**src/hdl/mhpq_pkg.sv**
```systemverilog
// ----------------------------------------------------------------------------
// mhpq_pkg
// Shared types and constants of the max-heap priority queue.
// ----------------------------------------------------------------------------
package mhpq_pkg;

    localparam int KEY_W            = 32;
    localparam int PL_W             = 32;
    localparam int OCC_W            = 9;
    localparam int DEF_CAPACITY     = 256;
    localparam int DEF_PAYLOAD_BITS = 32;

    localparam logic CMD_INSERT = 1'b0;
    localparam logic CMD_REMOVE = 1'b1;

    typedef enum logic [1:0] {
        ST_DONE  = 2'd0,
        ST_EMPTY = 2'd1,
        ST_FULL  = 2'd2
    } status_t;

    typedef enum logic [3:0] {
        S_IDLE,
        S_INS_RD,
        S_INS_CMP,
        S_DEL_ROOT,
        S_DEL_LAST,
        S_DEL_LOAD,
        S_DN_RDL,
        S_DN_RDR,
        S_DN_CMP,
        S_FINISH
    } state_t;

    typedef struct packed {
        logic [KEY_W-1:0] key;
        logic [PL_W-1:0]  payload;
        status_t          status;
        logic [OCC_W-1:0] occupancy;
    } res_t;

endpackage

```
**src/hdl/mhpq_seq.sv**
```systemverilog
// ----------------------------------------------------------------------------
// mhpq_seq
// Sequencer and shared compare/index unit for sift-up and sift-down.
// ----------------------------------------------------------------------------
module mhpq_seq #(
    parameter  int CAPACITY     = 256,
    parameter  int PAYLOAD_BITS = 32,
    localparam int AW           = $clog2(CAPACITY),
    localparam int CW           = $clog2(CAPACITY + 1),
    localparam int DW           = 32 + PAYLOAD_BITS
) (
    input  logic                  aclk,
    input  logic                  aresetn,
    input  logic                  in_valid,
    output logic                  in_ready,
    input  logic                  in_cmd,
    input  logic [31:0]           in_key,
    input  logic [31:0]           in_payload,
    output logic                  rd_en,
    output logic [AW-1:0]         rd_addr,
    input  logic [DW-1:0]         rd_data,
    output logic                  wr_en,
    output logic [AW-1:0]         wr_addr,
    output logic [DW-1:0]         wr_data,
    output logic                  done_valid,
    input  logic                  done_ready,
    output mhpq_pkg::res_t        done_res
);

    import mhpq_pkg::*;

    localparam int CHW = AW + 2;

    state_t                  state_reg, state_next;
    logic [AW-1:0]           node_reg, node_next;
    logic [CW-1:0]           count_reg, count_next;
    logic [KEY_W-1:0]        k_reg, k_next;
    logic [PAYLOAD_BITS-1:0] p_reg, p_next;
    logic [DW-1:0]           lft_reg, lft_next;
    logic [KEY_W-1:0]        okey_reg, okey_next;
    logic [PL_W-1:0]         opl_reg, opl_next;
    status_t                 status_reg, status_next;

    logic [AW-1:0]  node_m1, parent;
    logic [CHW-1:0] lchild, rchild, count_x;
    logic           l_ok, r_ok, par_lt, left_gt, right_gt, full, empty;
    logic [KEY_W-1:0] pick_key;
    logic [DW-1:0]  own_entry;

    // shared index and compare unit
    always_comb begin
        node_m1   = node_reg - AW'(1);
        parent    = node_m1 >> 1;
        lchild    = {1'b0, node_reg, 1'b1};
        rchild    = lchild + CHW'(1);
        count_x   = CHW'(count_reg);
        l_ok      = lchild < count_x;
        r_ok      = rchild < count_x;
        par_lt    = $signed(rd_data[DW-1 -: KEY_W]) < $signed(k_reg);
        left_gt   = $signed(lft_reg[DW-1 -: KEY_W]) > $signed(k_reg);
        pick_key  = left_gt ? lft_reg[DW-1 -: KEY_W] : k_reg;
        right_gt  = r_ok && ($signed(rd_data[DW-1 -: KEY_W]) > $signed(pick_key));
        full      = count_reg == CW'(CAPACITY);
        empty     = count_reg == '0;
        own_entry = {k_reg, p_reg};
    end

    always_comb begin
        state_next = state_reg;
        case (state_reg)
            S_IDLE: begin
                if (in_valid) begin
                    if (in_cmd == CMD_INSERT) begin
                        state_next = full ? S_FINISH : S_INS_RD;
                    end else begin
                        state_next = empty ? S_FINISH : S_DEL_ROOT;
                    end
                end
            end
            S_INS_RD:   state_next = (node_reg == '0) ? S_FINISH : S_INS_CMP;
            S_INS_CMP:  state_next = par_lt ? S_INS_RD : S_FINISH;
            S_DEL_ROOT: state_next = S_DEL_LAST;
            S_DEL_LAST: state_next = S_DEL_LOAD;
            S_DEL_LOAD: state_next = S_DN_RDL;
            S_DN_RDL:   state_next = l_ok ? S_DN_RDR : S_FINISH;
            S_DN_RDR:   state_next = S_DN_CMP;
            S_DN_CMP:   state_next = (left_gt || right_gt) ? S_DN_RDL : S_FINISH;
            S_FINISH:   state_next = done_ready ? S_IDLE : S_FINISH;
            default:    state_next = S_IDLE;
        endcase
    end

    always_comb begin
        node_next   = node_reg;
        count_next  = count_reg;
        k_next      = k_reg;
        p_next      = p_reg;
        lft_next    = lft_reg;
        okey_next   = okey_reg;
        opl_next    = opl_reg;
        status_next = status_reg;
        case (state_reg)
            S_IDLE: begin
                if (in_valid) begin
                    okey_next   = '0;
                    opl_next    = '0;
                    status_next = ST_DONE;
                    if (in_cmd == CMD_INSERT) begin
                        if (full) begin
                            status_next = ST_FULL;
                        end else begin
                            k_next     = in_key;
                            p_next     = PAYLOAD_BITS'(in_payload);
                            node_next  = AW'(count_reg);
                            count_next = count_reg + CW'(1);
                        end
                    end else if (empty) begin
                        status_next = ST_EMPTY;
                    end
                end
            end
            S_INS_CMP: begin
                if (par_lt) begin
                    node_next = parent;
                end
            end
            S_DEL_LAST: begin
                okey_next  = rd_data[DW-1 -: KEY_W];
                opl_next   = PL_W'(rd_data[PAYLOAD_BITS-1:0]);
                count_next = count_reg - CW'(1);
            end
            S_DEL_LOAD: begin
                k_next    = rd_data[DW-1 -: KEY_W];
                p_next    = rd_data[PAYLOAD_BITS-1:0];
                node_next = '0;
            end
            S_DN_RDR: begin
                lft_next = rd_data;
            end
            S_DN_CMP: begin
                if (right_gt) begin
                    node_next = rchild[AW-1:0];
                end else if (left_gt) begin
                    node_next = lchild[AW-1:0];
                end
            end
            default: begin
            end
        endcase
    end

    always_comb begin
        in_ready   = 1'b0;
        rd_en      = 1'b0;
        rd_addr    = '0;
        wr_en      = 1'b0;
        wr_addr    = node_reg;
        wr_data    = own_entry;
        done_valid = 1'b0;
        case (state_reg)
            S_IDLE: in_ready = 1'b1;
            S_INS_RD: begin
                if (node_reg == '0) begin
                    wr_en = 1'b1;
                end else begin
                    rd_en   = 1'b1;
                    rd_addr = parent;
                end
            end
            S_INS_CMP: begin
                wr_en   = 1'b1;
                wr_data = par_lt ? rd_data : own_entry;
            end
            S_DEL_ROOT: rd_en = 1'b1;
            S_DEL_LAST: begin
                rd_en   = 1'b1;
                rd_addr = AW'(count_reg - CW'(1));
            end
            S_DN_RDL: begin
                if (l_ok) begin
                    rd_en   = 1'b1;
                    rd_addr = lchild[AW-1:0];
                end else begin
                    wr_en = 1'b1;
                end
            end
            S_DN_RDR: begin
                rd_en   = r_ok;
                rd_addr = rchild[AW-1:0];
            end
            S_DN_CMP: begin
                wr_en   = 1'b1;
                wr_data = right_gt ? rd_data : (left_gt ? lft_reg : own_entry);
            end
            S_FINISH: done_valid = 1'b1;
            default: begin
            end
        endcase
    end

    always_ff @(posedge aclk) begin
        if (!aresetn) begin
            state_reg  <= S_IDLE;
            count_reg  <= '0;
        end else begin
            state_reg  <= state_next;
            count_reg  <= count_next;
        end
        node_reg   <= node_next;
        k_reg      <= k_next;
        p_reg      <= p_next;
        lft_reg    <= lft_next;
        okey_reg   <= okey_next;
        opl_reg    <= opl_next;
        status_reg <= status_next;
    end

    assign done_res.key       = okey_reg;
    assign done_res.payload   = opl_reg;
    assign done_res.status    = status_reg;
    assign done_res.occupancy = OCC_W'(count_reg);

endmodule

```
**config.mk**
```make
export PLATFORM = sky130hd
export DESIGN_NAME = mhpq_seq
export DESIGN_NICKNAME = d
export VERILOG_FILES = /design/src/hdl/mhpq_pkg.sv /design/src/hdl/mhpq_seq.sv
export SDC_FILE = /design/constraint.sdc
export NUM_CORES = 1
export LEC_CHECK = 0
export ABC_CLOCK_PERIOD_IN_PS = 7200
export BUFFER_PORTS_ARGS = -buffer_cell sky130_fd_sc_hd__buf_2
export CAP_MARGIN = 20
export CORE_ASPECT_RATIO = 1.5
export CORE_MARGIN = 2
export CORE_UTILIZATION = 52
export CTS_CLUSTER_SIZE = 16
export DETAILED_ROUTE_END_ITERATION = 8
export PLACE_DENSITY = 0.83
export SYNTH_ARGS = -nofsm -noshare
export SYNTH_HDL_FRONTEND = slang
export SYNTH_SLANG_ARGS = --single-unit
```
**constraint.sdc**
```tcl
create_clock -name aclk -period 7.2 [get_ports aclk]
set_input_delay 0.72 -clock aclk [delete_from_list [all_inputs] [get_ports aclk]]
set_output_delay 0.72 -clock aclk [all_outputs]
set_load 0.01 [all_outputs]
```
# [Yosys cells after proc, flatten, opt, wreduce, memory -nomap -nowiden]
# Cells that the tools add are included.
[word_totals] regBits=215 inputBits=133 out_inout_bits=159
[classes] add_sub_neg=4 magnitude_cmp=5 n_eq_ne=15 mux=51 n_reduce_logical=15
[ops] operator="two-way mux 32 bit" n=8
[ops] operator="one-hot mux 32 bit (2 select lines)" n=4
[ops] operator="two-way mux 64 bit" n=3
[ops] operator="one-hot mux 64 bit (2 select lines)" n=1
[ops] operator="greater-than comparator 32 bit" n=2
[ops] operator="one-hot mux 8 bit (4 select lines)" n=2
[ops] operator="two-way mux 8 bit" n=7
[ops] operator="one-hot mux 4 bit (10 select lines)" n=1
[ops] operator="two-way mux 4 bit" n=9
[ops] operator="< comparator 32 bit" n=1
[ops] operator="two-way mux 9 bit" n=3
[ops] operator="one-hot mux 9 bit (2 select lines)" n=1
[ops] operator="equality test 4 x 3 -> 1 bit (second input constant)" n=4
[ops] operator="adder 9 x 1 -> 10 bit (second input constant)" n=1
[ops] operator="< comparator 10 x 9 -> 1 bit" n=1
[ops] operator="adder 9 x 1 -> 9 bit (second input constant)" n=1
[ops] operator="equality test 9 bit (second input constant)" n=1
[ops] operator="zero test 9 bit" n=1
[ops] operator="< comparator 9 bit" n=1
[ops] operator="subtractor 9 x 1 -> 9 bit (second input constant)" n=1
[ops] operator="equality test 4 x 2 -> 1 bit (second input constant)" n=2
[ops] operator="equality test 4 bit (second input constant)" n=2
[ops] operator="zero test 8 bit" n=1
[ops] operator="!= test 2 bit (second input constant)" n=4
[ops] operator="17 further kinds" n=28

# [Depth between registers and ports, before layout]
[depth] depth_word=7 mapped_depth=22 mapped_depth_nobuf=19

# [Worst setup path after synthesis]
# Ideal clock, no wire load.
[synth_path] kind="register to output" start="register k_reg[27]" end="output wr_data[32]" arrival_time_ps=4368 setup_slack_ps=2112 stages_incl_launch_ff=22 path_cell_list="edfxtp_1 > inv_1 > ha_1 > and4_1 > nor4b_4 > a221oi_1 > o21ai_1 > a32oi_2 > nand2_2 > buf_6 > buf_6 > mux2i_1 > ha_1 > nand4_1 > nor4_2 > and3_1 > o31ai_1 > nand3_1 > mux2_2 > nor2_4 > buf_2 > o221ai_1"
[synth_via] elab_chain_cells=6 elab_cells_between_ends=9
[synth_rtl] element="from (decl)" line="mhpq_seq.sv:37" source="logic [KEY_W-1:0] k_reg, k_next;"
[synth_rtl] element="from (signal assigned)" line="mhpq_seq.sv:210" source="k_reg <= k_next;"
[synth_rtl] element="greater-than comparator 32 bit" line="mhpq_seq.sv:60" source="left_gt = $signed(lft_reg[DW-1 -: KEY_W]) > $signed(k_reg);"
[synth_rtl] element="two-way mux 32 bit" line="mhpq_seq.sv:61" source="pick_key = left_gt ? lft_reg[DW-1 -: KEY_W] : k_reg;"
[synth_rtl] element="greater-than comparator 32 bit" line="mhpq_seq.sv:62" source="right_gt = r_ok && ($signed(rd_data[DW-1 -: KEY_W]) > $signed(pick_key));"
[synth_rtl] element="logical AND 1 bit" line="mhpq_seq.sv:62"
[synth_rtl] element="two-way mux 64 bit" line="mhpq_seq.sv:193" source="wr_data = right_gt ? rd_data : (left_gt ? lft_reg : own_entry);"
[synth_rtl] element="one-hot mux 64 bit (2 select lines) (*)" line="mhpq_seq.sv:160" source="case (state_reg)"
[synth_rtl] element="to (decl)" line="mhpq_seq.sv:24" source="output logic [DW-1:0] wr_data,"
# Mark *: on every way between the ends. The rest lies on a longest branch, timed or not.

# [Final worst setup path]
[layout_path] start="register k_reg[6]" end="output wr_data[31]"
# The elaborated chain is that of the path after synthesis.

==> results.sh <==
export IMPL_synth_avg_cell_area_um2=10.48
export IMPL_power_density_nw_per_um2=472.4
export IMPL_placed_area_um2=14920
export IMPL_p_int_uw=4112
export IMPL_grt_first_pass_wirelength_um=59770
export IMPL_cts_htree_levels=1
export IMPL_routed_wl_um=39130
export IMPL_cts_sinks=215
export IMPL_vias=11420
export IMPL_port_buffers=291
export IMPL_ir_drop_uv=297.1
export IMPL_ys_ff_latch=215
export IMPL_synth_edff_count=202
export IMPL_critPathMaxFanout=42
export IMPL_io_pins=292
export IMPL_seqCellArea_um2=6326
export IMPL_cts_made_buffers=23
export IMPL_initial_core_util_pct=52.78
export IMPL_power_switching_uw=3319
export IMPL_dp_hpwl_um=28140
export IMPL_n_antenna_cell=0
export IMPL_setup_viol=0
export IMPL_coreArea_um2=25050
export IMPL_cts_buffer_depth=3
export IMPL_min_path_type="in -> reg"
export IMPL_fin_area_um2=15730
export IMPL_setup_tns_final_ns=0
export IMPL_grt_pass1_vias=11640
export IMPL_holdWs_ns=0.4180
export IMPL_drive_above_1_share_pct=26.15
export IMPL_crit_path_end_kind="primary output"
export IMPL_ys_flop_type="edfxtp_1"
export IMPL_drt_iter0_markers=840
export IMPL_ys_types=70
export IMPL_grt_max_degree=99
export IMPL_row_count=71
export IMPL_rsz0062_at_grt="no"
export IMPL_tightest_slew_ns=1.068
export IMPL_cp_arrival_ns=6.26
export IMPL_cap_violations=0
export IMPL_fillers=2059
export IMPL_clkPwrFrac_pct=16.2
export IMPL_ys_warn_count=0
export IMPL_gp_congestion=0.9364
export IMPL_worstPathRequired_ns=6.48
export IMPL_fp_dieW_um=134.2
export IMPL_fin_crit_ns=6.978
export IMPL_finalWorstSetupSlack_ns=0.2217
export IMPL_cpMaxStageDelayCell="nor4_4"
export IMPL_final_nets=1772
export IMPL_fp_dieH_um=199.3
export IMPL_clkLatencyLatePin_ns=0.52
export IMPL_grtUsageTotal_pct=28.33
export IMPL_grt_overflow=0
export IMPL_drv_slew=0
export IMPL_power_leakage_uw=0.006966
export IMPL_dieArea_um2=26740
export IMPL_firstDrtPassIters=5
export IMPL_antenna_found_initial=1
export IMPL_synth_fp_nets=1512
export IMPL_path_cells="inv_1 > ha_1 > nand4_1 > nor4_2 > nand3_1 > and3_1 > a32oi_2 > nand2_8 > mux2i_2 > ha_1 > nand4_1 > nor4_4 > and3_1 > o31ai_1 > nand3_1 > mux2_2 > buf_4 > o21ai_0 > o211ai_1 > buf_2"
export IMPL_skew_ns=0.01142
export IMPL_p_sw_share_pct=44.66
export IMPL_cts_root_buf="clkbuf_16"
export IMPL_slew_headroom_pct=28.79
export IMPL_cts_tree="built"
export IMPL_cts_hold_buf=0
export IMPL_drtAntennaViolNets=0
export IMPL_vias_per_cell=6.125
export IMPL_dpl_cell_count=1824
export IMPL_cts_setup_buffers=0
export IMPL_crit_type="reg -> out"
export IMPL_yosysSeqAreaShare_pct=47.85
export IMPL_syn_inst=1262
export IMPL_outcome="complete, no violations"
export IMPL_area_growth_syn_to_layout_pct=18.96
export IMPL_hold_viol_final=0
export IMPL_post_place_ws_ns=0.4400
export IMPL_syn_area_um2=13220
export IMPL_final_cells=1865
export IMPL_critPathLaunchType="register"
export IMPL_sequentialPowerShare_pct=30.3
export IMPL_critPathBufInv=3
export IMPL_r2r_slack_ns=1.40
export IMPL_routedWlPerCell_um=20.98
export IMPL_multi_input_area_um2=6190
export IMPL_path_clk_slew_ns=0.06
export IMPL_cpPeakStageDelay_ns=0.50
export IMPL_combPwrFrac_pct=53.4
export IMPL_max_freq_mhz=143.3
export IMPL_largest_reg_flops=64
export IMPL_critical_path_top_delay_family="simple AND/OR/NAND/NOR gates"
export IMPL_fin_crit_sh_pct=96.92
export IMPL_async_flop_share_pct=0
export IMPL_drcViolationCount=0
==> worst paths after layout <==
path                              startpoint            to  cells after the start
worst max-delay path                k_reg[6]   wr_data[31]                     20
worst max register to register      k_reg[6]    wr_addr[0]                     18
worst min-delay path             rd_data[28]   lft_reg[28]                      1
worst min register to register  count_reg[8]  count_reg[8]                      2
==> layout by cell type, fill, tap and decap left out, drive strengths merged, types with 13 or more instances in the layout <==
cell | Yosys | routed
mux2 | 34 | 34
nand4 | 20 | 20
clkbuf | 48 | 24
edfxtp | 202 | 202
mux2i | 35 | 35
nand2 | 86 | 86
and3 | 38 | 38
nand3 | 86 | 86
inv | 119 | 119
o21ai | 97 | 97
a21oi | 60 | 60
ha | 117 | 117
dfxtp | 13 | 13
a21o | 13 | 13
o211ai | 41 | 41
nor2 | 70 | 70
o221ai | 39 | 39
buf | 24 | 307
xnor2 | 22 | 22
==> per-stage QoR <==
stage          utilization, %  power (uW)
2_1_floorplan               -        4769
3_3_place_gp            59.55        6078
3_5_place_dp            59.55        6172
4_1_cts                 62.61        7402
5_1_grt                 62.79        7899
6_report                62.79        7431
==> timing repair <==
action                                  4_1_cts  5_1_grt
hold endpoints to repair                      0        0
pin swaps                                     0        0
endpoints found under the setup margin       64       64
gates resized for setup                       2        3
==> cell usage after synthesis (3+ instances only) <==
library cell | count | area, um^2
a211o_1 | 3 | 26.28
a21o_1 | 13 | 97.59
a21oi_1 | 59 | 295.3
a221oi_1 | 3 | 26.28
a31oi_1 | 7 | 43.79
and2_1 | 6 | 37.54
and3_1 | 38 | 237.7
and4_1 | 4 | 35.03
buf_1 | 3 | 11.26
buf_2 | 13 | 65.06
buf_4 | 3 | 22.52
buf_6 | 5 | 56.30
clkbuf_1 | 48 | 180.2
dfxtp_1 | 13 | 260.3
edfxtp_1 | 202 | 6066
ha_1 | 117 | 1464
inv_1 | 119 | 446.7
mux2_2 | 34 | 382.9
mux2i_1 | 35 | 350.3
nand2_1 | 85 | 319.1
nand2b_1 | 3 | 18.77
nand3_1 | 85 | 425.4
nand4_1 | 20 | 125.1
nor2_1 | 69 | 259.0
nor2b_1 | 8 | 50.05
nor3_1 | 7 | 35.03
nor4_1 | 6 | 37.54
o211ai_1 | 40 | 300.3
o21a_1 | 4 | 30.03
o21ai_0 | 86 | 430.4
o21ai_1 | 9 | 45.04
o221ai_1 | 39 | 341.6
or3_1 | 4 | 25.02
xnor2_1 | 22 | 192.7
xor2_1 | 3 | 26.28
==> cells by family (layout without fill, tap and decap cells) <==
logic type | count (synthesis) | count (layout) | share of synthesized area [%]
compound gates | 294 | 294 | 14.72
fa+ha+maj | 117 | 117 | 11.07
simple gates | 350 | 350 | 13.22
xor+xnor | 25 | 25 | 1.656
buf+inv | 192 | 467 | 5.943
flops | 215 | 215 | 47.85
mux | 69 | 69 | 5.546
==> layout make-up <==
class | instances | share of cell area, %
Sequential cell | 215 | 40.22
Multi-Input combinational cell | 855 | 39.35
Timing Repair Buffer | 307 | 10.17
Clock buffer | 24 | 3.683
Inverter | 120 | 2.872
Tap cell | 328 | 2.609
Clock inverter | 16 | 1.090
==> power by group through the flow <==
stage | combinational [uW] | sequential, uW | clock (uW)
after floorplan | 2470 | 2290 | 0
after CTS | 3940 | 2250 | 1220
final | 3970 | 2250 | 1210
after global placement | 3820 | 2260 | 0
after global routing | 4340 | 2300 | 1270
after detailed placement | 3910 | 2260 | 0
==> metal layers <==
| metal | wire (um) | vias to the layer above | track usage [%] |
|---|---|---|---|
| li1 | - | 5222 | - |
| met1 | 13490 | 5454 | 30.33 |
| met2 | 20070 | 596 | 51.57 |
| met3 | 3228 | 150 | 5.277 |
| met4 | 2338 | 2 | 16.84 |
| met5 | 7 | - | 0 |
Power figures use the tool's default switching activity.
